## src/sv/cmr_pkg.sv

```systemverilog
// ----------------------------------------------------------------------------
// cmr_pkg
// Shared types and constants for the confirmable message retransmitter
// ----------------------------------------------------------------------------
package cmr_pkg;

  localparam int TIMER_WIDTH_DEF = 32;
  localparam int ID_W            = 16;
  localparam int BASE_W          = 16;
  localparam int RETX_W          = 4;
  localparam int RETRY_W         = 5;
  localparam int JIT_W           = 8;
  localparam int JIT_SHIFT       = 9;
  localparam int RTT_W           = 32;
  localparam int CFG_IDX_W       = 2;
  localparam int CFG_DATA_W      = 16;

  // action codes
  localparam logic [1:0] ACT_START = 2'd0;
  localparam logic [1:0] ACT_TICK  = 2'd1;
  localparam logic [1:0] ACT_ACK   = 2'd2;
  localparam logic [1:0] ACT_OTHER = 2'd3;

  // outcome codes
  localparam logic [2:0] OUT_NONE     = 3'd0;
  localparam logic [2:0] OUT_FIRST    = 3'd1;
  localparam logic [2:0] OUT_RETX     = 3'd2;
  localparam logic [2:0] OUT_GAVE_UP  = 3'd3;
  localparam logic [2:0] OUT_ACK_OK   = 3'd4;
  localparam logic [2:0] OUT_ACK_MISS = 3'd5;
  localparam logic [2:0] OUT_ERROR    = 3'd6;

  // register indexes
  localparam logic [CFG_IDX_W-1:0] REG_ACK_TIMEOUT = 2'd0;
  localparam logic [CFG_IDX_W-1:0] REG_MAX_RETX    = 2'd1;
  localparam logic [CFG_IDX_W-1:0] REG_FIRST_ID    = 2'd2;

  localparam logic [BASE_W-1:0] ACK_TIMEOUT_RST = 16'd2000;
  localparam logic [RETX_W-1:0] MAX_RETX_RST    = 4'd4;
  localparam logic [ID_W-1:0]   FIRST_ID_RST    = 16'd0;

  typedef struct packed {
    logic [1:0]       action;
    logic [ID_W-1:0]  ack_id;
    logic [JIT_W-1:0] jitter;
  } item_t;

  typedef struct packed {
    logic             send_valid;
    logic [ID_W-1:0]  message_id;
    logic [2:0]       outcome;
    logic [RTT_W-1:0] round_trip_ticks;
  } result_t;

  typedef struct packed {
    logic [BASE_W-1:0] ack_timeout_ticks;
    logic [RETX_W-1:0] retx_limit;
    logic [ID_W-1:0]   first_message_id;
  } cfg_t;

endpackage

```

## src/sv/confirmable_message_retransmitter_top.sv

```systemverilog
// An accepted input transfer passes the input register and then the result register to the output.
// Throughput: one item per cycle unless the output stalls; the input register feeds the
// state update and the output register holds the result, so a new item moves every cycle.
// A stalled output holds its result while one more item waits in the input register.
// Reset (rst, synchronous) empties both registers, clears the state to idle and
// loads the register defaults; the block takes items on the next cycle.
// ----------------------------------------------------------------------------
// confirmable_message_retransmitter_top
// Sender side of confirmable messaging with exponential backoff
// ----------------------------------------------------------------------------
module confirmable_message_retransmitter_top #(
  parameter int TIMER_WIDTH = cmr_pkg::TIMER_WIDTH_DEF
) (
  input  logic                            clk,
  input  logic                            rst,
  input  logic                            in_valid,
  output logic                            in_stall,
  input  cmr_pkg::item_t                  in_data,
  output logic                            out_valid,
  input  logic                            out_stall,
  output cmr_pkg::result_t                out_data,
  input  logic                            cfg_write,
  input  logic [cmr_pkg::CFG_IDX_W-1:0]   cfg_index,
  input  logic [cmr_pkg::CFG_DATA_W-1:0]  cfg_data
);

  cmr_pkg::cfg_t    cfg;
  cmr_pkg::item_t   item;
  cmr_pkg::result_t result;
  logic             item_valid;
  logic             advance;
  logic             go;

  assign advance  = !out_valid || !out_stall;
  assign go       = item_valid && advance;
  assign in_stall = item_valid && !advance;

  cmr_cfg u_cfg (
    .clk       (clk),
    .rst       (rst),
    .cfg_write (cfg_write),
    .cfg_index (cfg_index),
    .cfg_data  (cfg_data),
    .cfg       (cfg)
  );

  cmr_core #(
    .TIMER_WIDTH (TIMER_WIDTH)
  ) u_core (
    .clk    (clk),
    .rst    (rst),
    .go     (go),
    .item   (item),
    .cfg    (cfg),
    .result (result)
  );

  // input register
  always_ff @(posedge clk) begin
    if (rst) begin
      item_valid <= 1'b0;
    end else if (in_valid && !in_stall) begin
      item_valid <= 1'b1;
    end else if (advance) begin
      item_valid <= 1'b0;
    end
  end

  always_ff @(posedge clk) begin
    if (in_valid && !in_stall) begin
      item <= in_data;
    end
  end

  // result register
  always_ff @(posedge clk) begin
    if (rst) begin
      out_valid <= 1'b0;
    end else if (go) begin
      out_valid <= 1'b1;
    end else if (!out_stall) begin
      out_valid <= 1'b0;
    end
  end

  always_ff @(posedge clk) begin
    if (go) begin
      out_data <= result;
    end
  end

endmodule

```

## src/sv/cmr_cfg.sv

```systemverilog
// ----------------------------------------------------------------------------
// cmr_cfg
// Configuration register file, write only
// ----------------------------------------------------------------------------
module cmr_cfg (
  input  logic                             clk,
  input  logic                             rst,
  input  logic                             cfg_write,
  input  logic [cmr_pkg::CFG_IDX_W-1:0]    cfg_index,
  input  logic [cmr_pkg::CFG_DATA_W-1:0]   cfg_data,
  output cmr_pkg::cfg_t                    cfg
);

  always_ff @(posedge clk) begin
    if (rst) begin
      cfg.ack_timeout_ticks <= cmr_pkg::ACK_TIMEOUT_RST;
      cfg.retx_limit        <= cmr_pkg::MAX_RETX_RST;
      cfg.first_message_id  <= cmr_pkg::FIRST_ID_RST;
    end else if (cfg_write) begin
      case (cfg_index)
        cmr_pkg::REG_ACK_TIMEOUT: cfg.ack_timeout_ticks <= cfg_data[cmr_pkg::BASE_W-1:0];
        cmr_pkg::REG_MAX_RETX:    cfg.retx_limit        <= cfg_data[cmr_pkg::RETX_W-1:0];
        cmr_pkg::REG_FIRST_ID:    cfg.first_message_id  <= cfg_data[cmr_pkg::ID_W-1:0];
        default: ;
      endcase
    end
  end

endmodule

```

## src/sv/cmr_core.sv

```systemverilog
// ----------------------------------------------------------------------------
// cmr_core
// Retransmission state and the single-pass update for one item
// ----------------------------------------------------------------------------
module cmr_core #(
  parameter int TIMER_WIDTH = cmr_pkg::TIMER_WIDTH_DEF
) (
  input  logic               clk,
  input  logic               rst,
  input  logic               go,
  input  cmr_pkg::item_t     item,
  input  cmr_pkg::cfg_t      cfg,
  output cmr_pkg::result_t   result
);

  localparam int TW = TIMER_WIDTH;
  localparam int PROD_W = cmr_pkg::BASE_W + cmr_pkg::JIT_W;

  logic [cmr_pkg::ID_W-1:0]    current_id, current_id_next;
  logic [cmr_pkg::RETRY_W-1:0] retry_count, retry_count_next;
  logic [TW-1:0]               timeout_length, timeout_length_next;
  logic [TW-1:0]               ticks_remaining, ticks_remaining_next;
  logic [TW-1:0]               ticks_since, ticks_since_next;
  logic                        running, running_next;

  logic [PROD_W-1:0]           jit_prod;
  logic [TW-1:0]               fresh;
  logic [TW-1:0]               doubled;
  logic [TW-1:0]               ticks_inc;
  logic [cmr_pkg::RETRY_W-1:0] retry_inc;
  logic [cmr_pkg::RTT_W-1:0]   rtt_sat;
  logic [cmr_pkg::ID_W-1:0]    id_inc;

  // base plus base*jitter/512, never wider than 17 bits so no saturation
  assign jit_prod = PROD_W'(cfg.ack_timeout_ticks) * PROD_W'(item.jitter);
  assign fresh    = TW'(cfg.ack_timeout_ticks) + TW'(jit_prod >> cmr_pkg::JIT_SHIFT);
  assign doubled  = timeout_length[TW-1] ? {TW{1'b1}} : {timeout_length[TW-2:0], 1'b0};
  assign ticks_inc = (&ticks_since) ? ticks_since : ticks_since + TW'(1);
  assign retry_inc = retry_count + cmr_pkg::RETRY_W'(1);
  assign id_inc    = current_id + cmr_pkg::ID_W'(1);

  generate
    if (TW > cmr_pkg::RTT_W) begin : g_rtt_sat
      assign rtt_sat = (|ticks_since[TW-1:cmr_pkg::RTT_W]) ? {cmr_pkg::RTT_W{1'b1}}
                                                           : ticks_since[cmr_pkg::RTT_W-1:0];
    end else begin : g_rtt_ext
      assign rtt_sat = cmr_pkg::RTT_W'(ticks_since);
    end
  endgenerate

  always_comb begin
    current_id_next      = current_id;
    retry_count_next     = retry_count;
    timeout_length_next  = timeout_length;
    ticks_remaining_next = ticks_remaining;
    ticks_since_next     = ticks_since;
    running_next         = running;
    result.send_valid       = 1'b0;
    result.outcome          = cmr_pkg::OUT_NONE;
    result.round_trip_ticks = '0;

    case (item.action)
      cmr_pkg::ACT_START: begin
        current_id_next      = cfg.first_message_id;
        retry_count_next     = '0;
        timeout_length_next  = fresh;
        ticks_remaining_next = fresh;
        ticks_since_next     = '0;
        running_next         = 1'b1;
        result.send_valid    = 1'b1;
        result.outcome       = cmr_pkg::OUT_FIRST;
      end
      cmr_pkg::ACT_TICK: begin
        if (running) begin
          ticks_since_next = ticks_inc;
          // expiry when one or zero ticks were left
          if (ticks_remaining <= TW'(1)) begin
            result.send_valid = 1'b1;
            if (retry_inc <= cmr_pkg::RETRY_W'(cfg.retx_limit)) begin
              retry_count_next     = retry_inc;
              timeout_length_next  = doubled;
              ticks_remaining_next = doubled;
              result.outcome       = cmr_pkg::OUT_RETX;
            end else begin
              current_id_next      = id_inc;
              retry_count_next     = '0;
              timeout_length_next  = fresh;
              ticks_remaining_next = fresh;
              ticks_since_next     = '0;
              result.outcome       = cmr_pkg::OUT_GAVE_UP;
            end
          end else begin
            ticks_remaining_next = ticks_remaining - TW'(1);
          end
        end
      end
      cmr_pkg::ACT_ACK: begin
        if (running) begin
          result.send_valid = 1'b1;
          if (item.ack_id == current_id) begin
            result.round_trip_ticks = rtt_sat;
            current_id_next      = id_inc;
            retry_count_next     = '0;
            timeout_length_next  = fresh;
            ticks_remaining_next = fresh;
            ticks_since_next     = '0;
            result.outcome       = cmr_pkg::OUT_ACK_OK;
          end else begin
            timeout_length_next  = doubled;
            ticks_remaining_next = doubled;
            result.outcome       = cmr_pkg::OUT_ACK_MISS;
          end
        end
      end
      default: begin
        result.outcome = cmr_pkg::OUT_ERROR;
      end
    endcase

    result.message_id = current_id_next;
  end

  always_ff @(posedge clk) begin
    if (rst) begin
      current_id      <= '0;
      retry_count     <= '0;
      timeout_length  <= '0;
      ticks_remaining <= '0;
      ticks_since     <= '0;
      running         <= 1'b0;
    end else if (go) begin
      current_id      <= current_id_next;
      retry_count     <= retry_count_next;
      timeout_length  <= timeout_length_next;
      ticks_remaining <= ticks_remaining_next;
      ticks_since     <= ticks_since_next;
      running         <= running_next;
    end
  end

endmodule

```

## config.mk

```make
export PLATFORM = sky130hd
export DESIGN_NAME = confirmable_message_retransmitter_top
export DESIGN_NICKNAME = d
export VERILOG_FILES = /design/src/sv/cmr_pkg.sv /design/src/sv/confirmable_message_retransmitter_top.sv /design/src/sv/cmr_cfg.sv /design/src/sv/cmr_core.sv
export SDC_FILE = /design/constraint.sdc
export NUM_CORES = 1
export LEC_CHECK = 0
export BUFFER_PORTS_ARGS = -buffer_cell sky130_fd_sc_hd__buf_2
export CELL_PAD_IN_SITES_DETAIL_PLACEMENT = 1
export CELL_PAD_IN_SITES_GLOBAL_PLACEMENT = 2
export CORE_ASPECT_RATIO = 1.5
export CORE_MARGIN = 10
export CORE_UTILIZATION = 30
export DETAILED_ROUTE_END_ITERATION = 16
export GPL_TIMING_DRIVEN = 0
export PLACE_DENSITY_LB_ADDON = 0.1
export REMOVE_ABC_BUFFERS = 1
export SETUP_SLACK_MARGIN = 0.4
export SKIP_LAST_GASP = 1
export SYNTH_ARGS = -nofsm -noshare
export SYNTH_HDL_FRONTEND = slang
export SYNTH_SLANG_ARGS = --single-unit
```

## constraint.sdc

```tcl
create_clock -name clk -period 7 [get_ports clk]
set_input_delay 1.4 -clock clk [delete_from_list [all_inputs] [get_ports clk]]
set_output_delay 1.4 -clock clk [all_outputs]
set_load 0.01 [all_outputs]
```

# [Word level (Yosys, flattened, before mapping)]
# Cells that the tools add are included.
[op_classes] reduce_logical=22 mul=1 n_lt_le_gt_ge=2 eq_ne=10 add_sub_neg=5 muxes=44
[op_table] op="32-bit 2-to-1 mux" n=15
[op_table] op="32-bit one-hot mux with 3 select lines" n=3
[op_table] op="16-bit 2-to-1 mux" n=5
[op_table] op="16-bit one-hot mux with 3 select lines" n=1
[op_table] op="35-bit 2-to-1 mux" n=1
[op_table] op="32-bit by 1-bit adder with 32-bit output, second input constant" n=1
[op_table] op="32-bit by 1-bit <= comparator with 1-bit output, second input constant" n=1
[op_table] op="32-bit AND reduction" n=1
[op_table] op="32-bit by 1-bit subtractor with 32-bit output, second input constant" n=1
[op_table] op="5-bit 2-to-1 mux" n=5
[op_table] op="16-bit by 8-bit multiplier with 24-bit output" n=1
[op_table] op="16-bit by 15-bit adder with 17-bit output" n=1
[op_table] op="16-bit by 1-bit adder with 16-bit output, second input constant" n=1
[op_table] op="16-bit equality test" n=1
[op_table] op="5-bit one-hot mux with 3 select lines" n=1
[op_table] op="2-bit by 1-bit != test with 1-bit output, second input constant" n=5
[op_table] op="5-bit AND reduction" n=2
[op_table] op="1-bit 2-to-1 mux" n=9
[op_table] op="3-bit one-hot mux with 3 select lines" n=1
[op_table] op="2-bit AND reduction" n=4
[op_table] op="3-bit 2-to-1 mux" n=2
[op_table] op="6-bit AND reduction" n=1
[op_table] op="5-bit by 1-bit adder with 5-bit output, second input constant" n=1
[op_table] op="5-bit by 4-bit <= comparator with 1-bit output" n=1
[op_table] op="other kinds (11)" n=19
[word_totals] in_bits=49 regBits=234 wordCells=102

# [Longest topological paths before layout]
[depth] depth_word=7 depth_mapped=28

# [Modules after synthesis]
# Synthesis repeated with hierarchy kept, for this count alone.
[hier_totals] hier_cells=1843 area_unflattened_um2=16462.0
[by_module_without_submodules] mod="cmr_core" cells_per_inst=1610 area_each_um2=12532.0 n_inst=1
[by_module_without_submodules] mod="confirmable_message_retransmitter_top" cells_per_inst=88 area_each_um2=2428.6 n_inst=1
[by_module_without_submodules] mod="cmr_cfg" cells_per_inst=145 area_each_um2=1501.4 n_inst=1

# [Worst setup path before layout]
# Ideal clock, no wire load.
[synth_path] kind="flip-flop to flip-flop" startpoint="reg, netlist name item[7]" endpoint="reg u_core.ticks_remaining[13]" path_buffers=1 t_arrival_ps=6402 stages_incl_launch_ff=27 setup_slack_ps=473 cell_sequence="edfxtp_1 > clkbuf_1 > nand2_1 > fa_1 > fa_1 > inv_1 > fa_1 > inv_1 > fa_1 > inv_1 > ha_1 > a21oi_1 > nand2_1 > o211ai_1 > a21boi_0 > o21a_1 > o21a_1 > nor2_1 > xnor2_1 > ha_1 > a2111o_1 > o211a_1 > o211ai_1 > mux2i_1 > a221o_1 > a211oi_1 > nor3_1"
[synth_between] elab_chain_len=6
[synth_rtl] item="16-bit by 8-bit multiplier with 24-bit output (*)" line_no="cmr_core.sv:35" rtl="assign jit_prod = PROD_W'(cfg.ack_timeout_ticks) * PROD_W'(item.jitter);"
[synth_rtl] item="16-bit by 15-bit adder with 17-bit output (*)" line_no="cmr_core.sv:36" rtl="assign fresh = TW'(cfg.ack_timeout_ticks) + TW'(jit_prod >> cmr_pkg::JIT_SHIFT);"
[synth_rtl] item="32-bit 2-to-1 mux" line_no="cmr_core.sv:79" rtl="if (retry_inc <= cmr_pkg::RETRY_W'(cfg.retx_limit)) begin"
[synth_rtl] item="32-bit 2-to-1 mux" line_no="cmr_core.sv:77" rtl="if (ticks_remaining <= TW'(1)) begin"
[synth_rtl] item="32-bit 2-to-1 mux" line_no="cmr_core.sv:74" rtl="if (running) begin"
[synth_rtl] item="32-bit one-hot mux with 3 select lines (*)" line_no="cmr_core.sv:62" rtl="case (item.action)"
[synth_rtl] item="to (signal assigned)" line_no="cmr_core.sv:135" rtl="ticks_remaining <= ticks_remaining_next;"
[synth_rtl] item="to (decl)" line_no="cmr_core.sv:22" rtl="logic [TW-1:0] ticks_remaining, ticks_remaining_next;"
# Every way passes the cells marked *; elsewhere a longest branch is shown, timed or not. The select of a mux whose other input is x is not followed.
# A chain may end at the register's enable or synchronous reset.

# [Worst setup path in the final report]
[layout_path] startpoint="reg, netlist name item[2]" endpoint="reg u_core.ticks_remaining[13]"
[layout_between] elab_chain_len=6
[layout_rtl] item="16-bit by 8-bit multiplier with 24-bit output (*)" line_no="cmr_core.sv:35"
[layout_rtl] item="16-bit by 15-bit adder with 17-bit output (*)" line_no="cmr_core.sv:36"
[layout_rtl] item="32-bit 2-to-1 mux" line_no="cmr_core.sv:79"
[layout_rtl] item="32-bit 2-to-1 mux" line_no="cmr_core.sv:77"
[layout_rtl] item="32-bit 2-to-1 mux" line_no="cmr_core.sv:74"
[layout_rtl] item="32-bit one-hot mux with 3 select lines (*)" line_no="cmr_core.sv:62"
# Marks and branches as above.

==> out/metrics.cfg <==
[worst_setup_path]
startpoint_type = register
cp_max_fo = 5
cp.required_ps = 7440
endpoint_kind = register
critPathArrivalTime_ps = 7160
worstSetupPathType = register to register

[pwr]
seqPwrFrac_pct = 21.2
power_leakage_nw = 7.83
p_sw_w = 0.00309
p_comb_share_pct = 58.0
p_int_w = 0.00413
switching_share_pct = 42.8
clkPwrFrac_pct = 20.8
power_density_nw_per_um2 = 369
peakVddDrop_mv = 0.349

[flow_run]
max_cap_violations = 0

[logic_synthesis]
ys_types = 88
mappedNetlistArea_sq_um = 16200
yosysSeqAreaShare_pct = 33.6
synth_edf_count = 78
yosys_warnings = 0
synthArstFlopShare_pct = 0
synth_most_common_cell = nand2_1
yosys-top-cells-count = nand2_1, nor2_1, dfxtp_1
synth-seq-cells = 234
yosysTopAreaCellShare_pct = 19.2
netlist_instances = 1875
syn_area_per_cell_sq_um = 8.66
yosysTopAreaCell = dfxtp_1
post_synth_main_area_contributors = dfxtp_1, edfxtp_1, fa_1
synthFlopType = dfxtp_1

[floorplanning]
chipWidth_um = 210
die-area_sq_um = 64000
start_util_pct = 30.3
die_y_um = 305
core_area_sq_um = 53600
fp-row-count = 104
boundaryPins = 103

[cells_and_area]
multi_input_area_sq_um = 10600
syn2layout_area_growth_pct = 20.7
finalNetCount = 2186
layout-drive-gt1-share_pct = 18.4
instances_no_fill = 2692
postLayoutCoreUtil_pct = 36.6
nFillCells = 6233
final-seq-area_sq_um = 5480
antenna_cells = 0

[clocking]
clk_path_buf_depth = 3
clock-sinks = 234
htreeDepth = 1
path_clk_slew_ps = 60
cts_tree = yes
clock-root-buffer = clkbuf_16
cts_hold_buffers = 0
cts_buffers = 28
clk_latency_ps = 600

[timing]
worst_pin_slew_ps = 1370
relSlewSlack_pct = 8.41
fin_crit_ps = 6730
hold_viol = 0
worst_slack_ps = 271
setup-violations-final = 0
fmax_mhz = 149
period_share_pct = 96.1
grt_setup_unrepaired = yes
clock_skew_ps = 48.1
slew_viol_final = 0
fin_tns_setup_ps = 0

[global_route]
grt_util_all_layers_pct = 18.7
grt_max_degree = 66
grt_pass1_wl_um = 94300
grt_overflow = 0
first_global_vias = 15700
antenna_found_initial = 0

[place]
dp_hpwl_um = 43300
port_buffers = 102
gp_congestion = 0.772
place_inst = 2575
pre_cts_ws_ps = -924

[route]
drc_errors = 0
dr_wl_met2_um = 33200
vias_per_cell = 5.35
ant_nets = 0
initialDrtViolationCount = 666
wl_met3_um = 1830
m1WireLength_um = 23700
post_drt_wl_per_cell_um = 22.6
firstDrtPassIters = 4
vias = 14400
top_layer = met4
wl_um = 61000

[run_status]
status = complete, no violations

[worst_hold_path]
holdCritPathClass = register to register

[sequential cells by signal (all words and copies together), names as in the netlist]
signal and count:
out_valid 1, item_valid 1, u_core.running 1, out_data 52, u_core.rtt_sat 32, u_core.timeout_length 32, u_cfg.cfg 36, item 26
u_core.current_id 16, u_core.ticks_remaining 32, u_core.retry_count 5
[cells in the final DEF, fill, tap and decap left out, types with 10 or more instances in the layout]
cell | synthesis | final
a21o_1 | 27 | 26
a21oi_1 | 123 | 109
a21oi_2 | 2 | 10
a221oi_1 | 16 | 14
a31oi_1 | 11 | 10
and2_1 | 103 | 98
and3_1 | 43 | 41
buf_2 | 6 | 101
buf_4 | 1 | 53
buf_6 | 0 | 18
clkbuf_16 | 0 | 28
dfxtp_1 | 156 | 147
edfxtp_1 | 78 | 78
fa_1 | 84 | 81
ha_1 | 71 | 56
ha_4 | 0 | 12
inv_1 | 128 | 119
mux2i_1 | 13 | 13
nand2_1 | 212 | 208
nand3_1 | 45 | 42
nand4_1 | 18 | 18
nor2_1 | 165 | 157
nor3_1 | 40 | 38
nor4_1 | 12 | 11
o211ai_1 | 23 | 23
o21a_1 | 16 | 16
o21ai_0 | 103 | 94
o21ai_1 | 8 | 14
or2_2 | 10 | 10
xnor2_1 | 50 | 47
xor2_1 | 36 | 29
[critical path, stage by stage (launching register included)]
cell	delay [ps]
edfxtp_1	540
buf_6	190
and2_4	150
fa_1	570
fa_1	450
fa_1	520
inv_2	40
fa_1	490
inv_2	50
ha_4	240
a21o_1	150
a21o_1	180
a21oi_4	160
a21boi_2	90
o21a_1	210
o21a_1	190
nor2_1	110
xnor2_1	140
ha_1	280
a2111o_1	450
o211a_1	250
o211ai_1	280
mux2i_1	150
a221o_1	400
a211oi_2	210
nor3_1	80
[layout make-up]
type,instances,area share (%)
inverter,131,2.52
multi-input combinational,1408,53.9
clock buffer,37,3.85
sequential,234,28.0
clock inverter,14,0.894
tap,689,4.40
timing repair buffer,179,6.47
[through the flow]
| stage | area (sq um) | power, W | hold WS [ps] |
|---|---|---|---|
| global placement | 17200 | 0.00448 | 442 |
| finish | 19600 | 0.00723 | 465 |
| detailed placement | 17500 | 0.00453 | 457 |
| global route | 19600 | 0.00774 | 486 |
| CTS | 19100 | 0.00658 | 466 |
| floorplan | 15800 | 0.00361 | 430 |
[per-layer routing]
metal | GRT usage [%] | up-vias
li1 | - | 6747
met1 | 20.2 | 7313
met2 | 36.0 | 235
met3 | 2.37 | 99
met4 | 6.83 | 0
met5 | 0 | -
[logic make-up after synthesis]
group	synth area share (%)
and+or+nand+nor	21.3
AOI/OAI and AO/OA	18.2
DFF	33.6
buffers and inverters	5.45
adders and majority gates	15.8
xor gates and xnor gates	4.64
muxes	0.940
[path summary, 6_finish.rpt]
| path | startpoint | end | slack, ps | cells past startpoint |
|---|---|---|---|---|
| worst min register to register | u_core.timeout_length[20]$_SDFFE_PP0P_ | u_core.timeout_length[20]$_SDFFE_PP0P_ | 460 | 2 |
| worst max-delay path | item[2]$_DFFE_PP_ | u_core.ticks_remaining[13]$_SDFFE_PP0P_ | 270 | 25 |
| worst min-delay path | u_core.timeout_length[20]$_SDFFE_PP0P_ | u_core.timeout_length[20]$_SDFFE_PP0P_ | 460 | 2 |
| worst max register to register | item[2]$_DFFE_PP_ | u_core.ticks_remaining[13]$_SDFFE_PP0P_ | 270 | 25 |
[what timing repair did]
item / CTS / global route
setup endpoints to repair: 27 / 26
resized for setup: 73 / 85
endpoints found under the hold margin: 0 / 0
pin swaps: 62 / 78
buffers inserted: 50 / 16
[power by group through the flow]
stage / clock network [W] / registers (W) / logic (W)
final: 0.00151 / 0.00153 / 0.00419
after global routing: 0.00160 / 0.00154 / 0.00459
after CTS: 0.00156 / 0.00153 / 0.00349
after detailed placement: 0 / 0.00157 / 0.00296
after global placement: 0 / 0.00157 / 0.00291
after floorplan: 0 / 0.00154 / 0.00207
Note: power is estimated with default switching activity, not from simulation.
